===== src/rtl/dtc_ram.sv =====
`default_nettype none

module dtc_ram #(
  parameter int unsigned WIDTH = 8,
  parameter int unsigned DEPTH = 16
) (
  input  wire logic                     clk,
  input  wire logic                     we,
  input  wire logic [$clog2(DEPTH)-1:0] waddr,
  input  wire logic [WIDTH-1:0]         wdata,
  input  wire logic                     re,
  input  wire logic [$clog2(DEPTH)-1:0] raddr,
  output logic      [WIDTH-1:0]         rdata
);

  logic [WIDTH-1:0] mem [DEPTH];

  always_ff @(posedge clk) begin
    if (we) begin
      mem[waddr] <= wdata;
    end
    if (re) begin
      rdata <= mem[raddr];
    end
  end

endmodule

`default_nettype wire


===== config.mk =====
export PLATFORM = sky130hd
export DESIGN_NAME = dtc_ram
export DESIGN_NICKNAME = d
export VERILOG_FILES = /design/src/rtl/dtc_ram.sv
export SDC_FILE = /design/constraint.sdc
export NUM_CORES = 1
export LEC_CHECK = 0
export BUFFER_PORTS_ARGS = -buffer_cell sky130_fd_sc_hd__clkbuf_2
export CORE_MARGIN = 2
export CORE_UTILIZATION = 56
export DETAILED_ROUTE_END_ITERATION = 10
export GPL_TIMING_DRIVEN = 0
export HOLD_SLACK_MARGIN = 0.12
export PLACE_DENSITY = 0.78
export REMOVE_ABC_BUFFERS = 1
export SLEW_MARGIN = 5
export SYNTH_ARGS = -nofsm -noshare
export SYNTH_HDL_FRONTEND = slang
export SYNTH_SLANG_ARGS = --single-unit

===== constraint.sdc =====
create_clock -name clk -period 2.1 [get_ports clk]
set_input_delay 0.21 -clock clk [delete_from_list [all_inputs] [get_ports clk]]
set_output_delay 0.21 -clock clk [all_outputs]
set_load 0.01 [all_outputs]

==> key figures, run 1 <==
Worst setup path
  – R2R cell count: 3
  – R2r setup slk: 570 ps
  – R2r startpoint: mem[1][0]
  – CP endpoint: rdata[1]
  – CP startpoint kind: input port
  – CP arrival: 2130 ps
  – Worst r2r dst: rdata[0]
  – CP max FO: 32
  – Worst Setup SP: raddr[0]
  – Crit end category: flop
  – WP data required: 2340 ps
  – WS Path Type: input port to flop

Route
  – Drt first-iter violations: 156
  – Vias per cell: 6.115
  – WL final: 9270 µm
  – DRT antenna net count: 0
  – Detailed-route wire length per cell: 23.65 µm
  – Vias: 2,397
  – Initial DRT Pass Iterations: 4
  – Drt drc: 0

GRT
  – Total congestion overflow: 0
  – Gr usage total: 20.14%
  – Initial antenna violation count: 0
  – First-pass GRT wire length: 14,090 µm
  – Number of global-route vias before repair: 2,517
  – Largest net degree at the start of global routing: 33

Finish
  – Commonest non-fill, non-tap cell in the layout: edfxtp_1
  – ANT cells: 0
  – P&R area growth vs syn: 16.01%
  – Final Cell Area: 6065 µm²
  – Layout cells sized above 1: 28.11%
  – Final #Nets: 287
  – Final cell count without fillers: 392
  – Commonest non-fill, non-tap cells in the layout: edfxtp_1, clkbuf_2, mux4_2

STA
  – Slew headroom: 23.47%
  – Endpoints failing hold: 0
  – Fmax: 0.5283 GHz
  – Clk_skew: 6.293 ps
  – Tcrit/Tclk final: 90.13%
  – Final setup viols: 0
  – Tightest Pin Transition: 1148 ps
  – Fin. max-slew vios: 0
  – RSZ-0062 raised after global routing: no
  – WHS: 138.6 ps
  – Min cycle time layout: 1893 ps

CTS
  – CTS tree: built
  – Clock transition at path regs: 60 ps
  – Total clock sinks: 136
  – Setup Fix Bufs, Post-CTS: 0
  – Max H-tree Level: 4
  – Cts bufs inserted: 17
  – Clock root cell: clkbuf_8
  – Max Root-Sink Buffers: 2
  – Post-CTS sizing: 0
  – Clk Latency, worst-skew pair: 510 ps
  – Hold_buf cts: 4

Floorplanning
  – Core Area: 9153 µm²
  – Die W: 100.6 µm
  – Chip Height: 100.6 µm
  – Num rows: 35
  – Area of the die: 10,120 µm²
  – Initial core utilization: 57.12%
  – Num ports: 27

Power and ir drop
  – Pwr Density: 1035 nW/µm²
  – Peak supply drop: 0.0006327 V
  – Leakage: 2.011 nW

Place
  – # placed instances: 356
  – Post-DP HPWL: 5627 µm
  – Area post-placement: 5425 µm²
  – GPL Wtd Cong: 0.7368
  – Port bufs: 26

Status
  – Status: finished clean

Run
  – Max Cap Viol: 0

Logic synthesis
  – Yosys Warn Count: 0
  – Syn_area_per_cell: 22.83 µm²
  – Netlist Area Pre-Place: 5228 µm²
  – Sequential fraction of the synthesis area: 78.12%
  – Number of synthesized register bits: 136
  – Post-Syn Instances: 229
  – Unique masters post-synth: 18

Worst hold path
  – Hold Path Class: input port to flop
## area by class of cell
cell class	count	area, µm²
clock buffer	19	421.7
multi-input combinational	83	1077
tap	111	138.9
clock inverter	13	172.7
sequential	136	4084
timing repair buffer	30	170.2
fill	589	3088
## cell usage after synthesis
| cell type | count | area, µm² |
|---|---|---|
| nand2b_1 | 2 | 12.51 |
| buf_6 | 3 | 33.78 |
| mux4_1 | 14 | 367.9 |
| nand3_1 | 1 | 5.000 |
| nor2_1 | 13 | 48.80 |
| nand2_1 | 9 | 33.78 |
| nand3b_1 | 2 | 15.01 |
| nor2b_1 | 1 | 6.260 |
| and2_1 | 1 | 6.260 |
| a22oi_1 | 16 | 120.1 |
| buf_4 | 1 | 7.510 |
| and2b_1 | 1 | 7.510 |
| clkdlybuf4s25_2 | 3 | 30.03 |
| nor3_1 | 4 | 20.02 |
| edfxtp_1 | 136 | 4084 |
| or3b_2 | 1 | 8.760 |
| mux4_2 | 18 | 405.4 |
| buf_2 | 3 | 15.01 |
## per-stage QoR
stage                     power [W]  utilization (%)  setup TNS, ps  setup WS (ps)
after floorplan            0.003255                -              0          397.1
after global placement     0.003383            59.11          -4302         -384.6
after detailed placement   0.003397            59.28          -2507         -361.3
after CTS                  0.006315            66.21              0          177.1
after global routing       0.006441            66.26              0          17.30
final                      0.006275            66.26              0          207.2
## cells by family after synthesis
kind of cell,after synthesis,share of synthesized area (%)
muxes,32,14.79
buffers and inverters,10,1.651
AOI/OAI and AO/OA,16,2.298
DFF,136,78.12
and+or+nand+nor,35,3.136
## routing by layer
layer  part of all wire [%]  track usage, %
met1                     43           27.13
met2                     50           31.54
met3                    5.6           6.172
met4                    1.4           7.482
met5                      0               0
## registers in the layout (all words and copies together) (netlist names)
name,flops
mem,128
rdata,8
## worst max-delay path: stages
cell	delay, ps
clkbuf_2	830
mux4_1	680
a22oi_1	260
nand2_1	130
## how the worst min path moves through the flow
stage	start	end	slack, ps	depth (start not counted)
floorplan	wdata[0]	mem[0][0]	310	0
global placement	re	rdata[7]	550	1
detailed placement	re	rdata[1]	570	1
CTS	wdata[5]	mem[1][5]	130	1
global route	wdata[5]	mem[9][5]	150	1
finish	wdata[5]	mem[9][5]	140	1
## power breakdown
group | internal, W | leakage [nW] | switching, W | total (W)
registers | 0.00306 | 1.24 | 0.0000130 | 0.00307
logic | 0.000110 | 0.499 | 0.000162 | 0.000272
clock network | 0.00182 | 0.275 | 0.00111 | 0.00293
(Power assumes the default switching activity.)
==> inputs of run 2 (changes only) <==
- PLACE_DENSITY: 0.78 -> default
- PLACE_DENSITY_LB_ADDON: default -> 0.25
==> key figures, run 2 (synthesis gave the netlist of run 1 again) <==
Worst setup path
  – WP data required: 2320 ps (-20 ps)
  – CP max FO: 32 (unchanged)
  – R2r startpoint: mem[8][2]
  – R2r setup slk: 500 ps (-70 ps)
  – Crit end category: flop
  – WS Path Type: input port to flop
  – R2R cell count: 3 (unchanged)
  – Worst r2r dst: rdata[2]
  – Worst Setup SP: raddr[0]
  – CP arrival: 2140 ps (about the same)
  – CP startpoint kind: input port
  – CP endpoint: rdata[2]

Finish
  – Util after Layout: 65.81% (-0.45 points)
  – Commonest non-fill, non-tap cells in the layout: edfxtp_1, clkbuf_2, mux4_2
  – ANT cells: 0 (unchanged)
  – Largest Register: mem
  – Biggest regs: mem x128, rdata x8
  – Layout cells sized above 1: 26.62% (-1.5 points)
  – Commonest non-fill, non-tap cell in the layout: edfxtp_1
  – Final #Nets: 284 (-1.0%)
  – P&R area growth vs syn: 15.22%
  – Final cell count without fillers: 389 (-0.77%)
  – Max FFs per register: 128 (unchanged)

Power and ir drop
  – Comb power frac: 4.3% (about the same)
  – Sw Pwr: 0.001173 W (-8.6%)
  – Sw Share: 18.78% (-1.7 points)
  – Flop pwr share: 49.2% (+0.2 points)
  – Total power: 0.006249 W (-0.42%)
  – Clock network power share: 46.5% (-0.2 points)
  – Peak supply drop: 0.0006437 V (+1.7%)
  – Pwr Density: 1037 nW/µm² (+0.26%)
  – Int Pwr: 0.005075 W (+1.7%)
  – Leakage: 2.005 nW (-0.29%)

STA
  – Endpoints failing hold: 0 (unchanged)
  – Tightest Pin Transition: 1046 ps (-102.0 ps)
  – Final setup viols: 0 (unchanged)
  – Fmax: 0.5232 GHz (-0.97%)
  – Clk_skew: 7.005 ps (+0.7119 ps)
  – Slew headroom: 30.27% (+6.8 points)
  – Min cycle time layout: 1911 ps (+18.58 ps)
  – Fin. max-slew vios: 0 (unchanged)
  – Total negative slack: 0 ps (unchanged)
  – RSZ-0062 raised after global routing: no
  – Tcrit/Tclk final: 91.02% (+0.88 points)

Route
  – WL met2: 4775 µm (+3.8%)
  – Metal1 wirelength: 3875 µm (-3.6%)
  – Drt drc: 0 (unchanged)
  – WL final: 9473 µm (+2.2%)
  – Initial DRT Pass Iterations: 4 (unchanged)
  – Vias per cell: 6.105 (-0.15%)
  – Drt first-iter violations: 341 (+120%)
  – DRT antenna net count: 0 (unchanged)
  – Detailed-route wire length per cell: 24.35 µm (+3.0%)
  – Max layer used: met4
  – DR WL met3: 628 µm (+20%)
  – Vias: 2,375 (-0.92%)

Floorplanning
  – Area of the die: 10,120 µm² (unchanged)
  – Num ports: 27 (unchanged)
  – Chip Height: 100.6 µm (unchanged)
  – Die W: 100.6 µm (unchanged)
  – Num rows: 35 (unchanged)
  – Initial core utilization: 57.12% (unchanged)
  – Core Area: 9153 µm² (unchanged)

GRT
  – Largest net degree at the start of global routing: 33 (unchanged)
  – Initial antenna violation count: 0 (unchanged)
  – Number of global-route vias before repair: 2,529 (+0.48%)
  – Total congestion overflow: 0 (unchanged)
  – Gr usage total: 20.65% (+0.50 points)
  – First-pass GRT wire length: 14,380 µm (+2.1%)

Status
  – Status: finished clean

Place
  – # placed instances: 356 (unchanged)
  – Post-DP HPWL: 5557 µm (-1.2%)
  – Port bufs: 26 (unchanged)
  – GPL Wtd Cong: 0.7265 (-1.4%)

Worst hold path
  – Hold Path Class: input port to flop
  – Hold Crit Start: wdata[5]

CTS
  – CTS tree: built
  – Clk Latency, worst-skew pair: 500 ps (about the same)
  – Total clock sinks: 136 (unchanged)
  – Cts bufs inserted: 17 (unchanged)
  – Max H-tree Level: 4 (unchanged)
  – Clock transition at path regs: 60 ps (about the same)
  – Clock root cell: clkbuf_8
  – Max Root-Sink Buffers: 2 (unchanged)

Run
  – Max Cap Viol: 0 (unchanged)
==> run 2: changes by cell type in the layout (fill, tap and decap cells not counted), sizes merged <==
cell         previous run  this run
buf                     0         1
bufinv                  3         4
clkbuf                 45        46
clkinv                  4         6
clkinvlp                4         1
dlygate4sd3             4         1
inv                     2         0
==> run 2: what timing repair did <==
item / CTS / global route
hold buffers: 1 / 0
setup endpoints to repair: 0 / 4
gates resized for setup: 0 / 1
endpoints found under the hold margin: 8 / 0
buffers inserted: 0 / 0
==> run 2: layer usage <==
layer / GRT usage, % / vias up
met5: 0 / -
met2: 32.56 / 104
met4: 9.273 / 0
met3: 5.201 / 17
met1: 27.62 / 1200
li1: - / 1054
==> run 2: worst max-delay path, cell delays in order <==
cell and delay [ps]:
buf_2 780, mux4_1 680, a22oi_1 300, nand2_1 150
==> run 2: power groups by stage <==
stage / Clock (W) / Combinational, W / Sequential [W]
6_report: 0.00290 / 0.000271 / 0.00307
5_1_grt: 0.00308 / 0.000295 / 0.00308
4_1_cts: 0.00294 / 0.000272 / 0.00307
3_5_place_dp: 0 / 0.000267 / 0.00313
3_3_place_gp: 0 / 0.000258 / 0.00313
2_1_floorplan: 0 / 0.000122 / 0.00313
==> run 2: layout make-up <==
class | instances | area (µm²)
flip-flops and latches | 136 | 4084
fillers | 567 | 3129
multi-input cells | 83 | 1077
clock buffers | 21 | 429.2
clock inverters | 11 | 153.9
repair buffers | 27 | 140.1
well taps | 111 | 138.9
==> run 2: worst min path at each step <==
stage                       endpoint  slack, ps  depth (start not counted)
after floorplan            mem[0][0]        310                          0
after global placement      rdata[0]        560                          1
after detailed placement    rdata[6]        570                          1
after CTS                  mem[7][1]        150                          1
after global routing      mem[10][5]        150                          1
final                     mem[11][5]        150                          1
==> run 2: through the flow <==
stage | worst slack (ps) | hold WS (ps) | area, µm²
2_1_floorplan | 397.1 | 308.9 | 5141
3_3_place_gp | -418.7 | 560.8 | 5410
3_5_place_dp | -427.3 | 566.6 | 5415
4_1_cts | 86.41 | 147.0 | 6008
5_1_grt | 59.17 | 150.4 | 6023
6_report | 188.6 | 152.0 | 6023
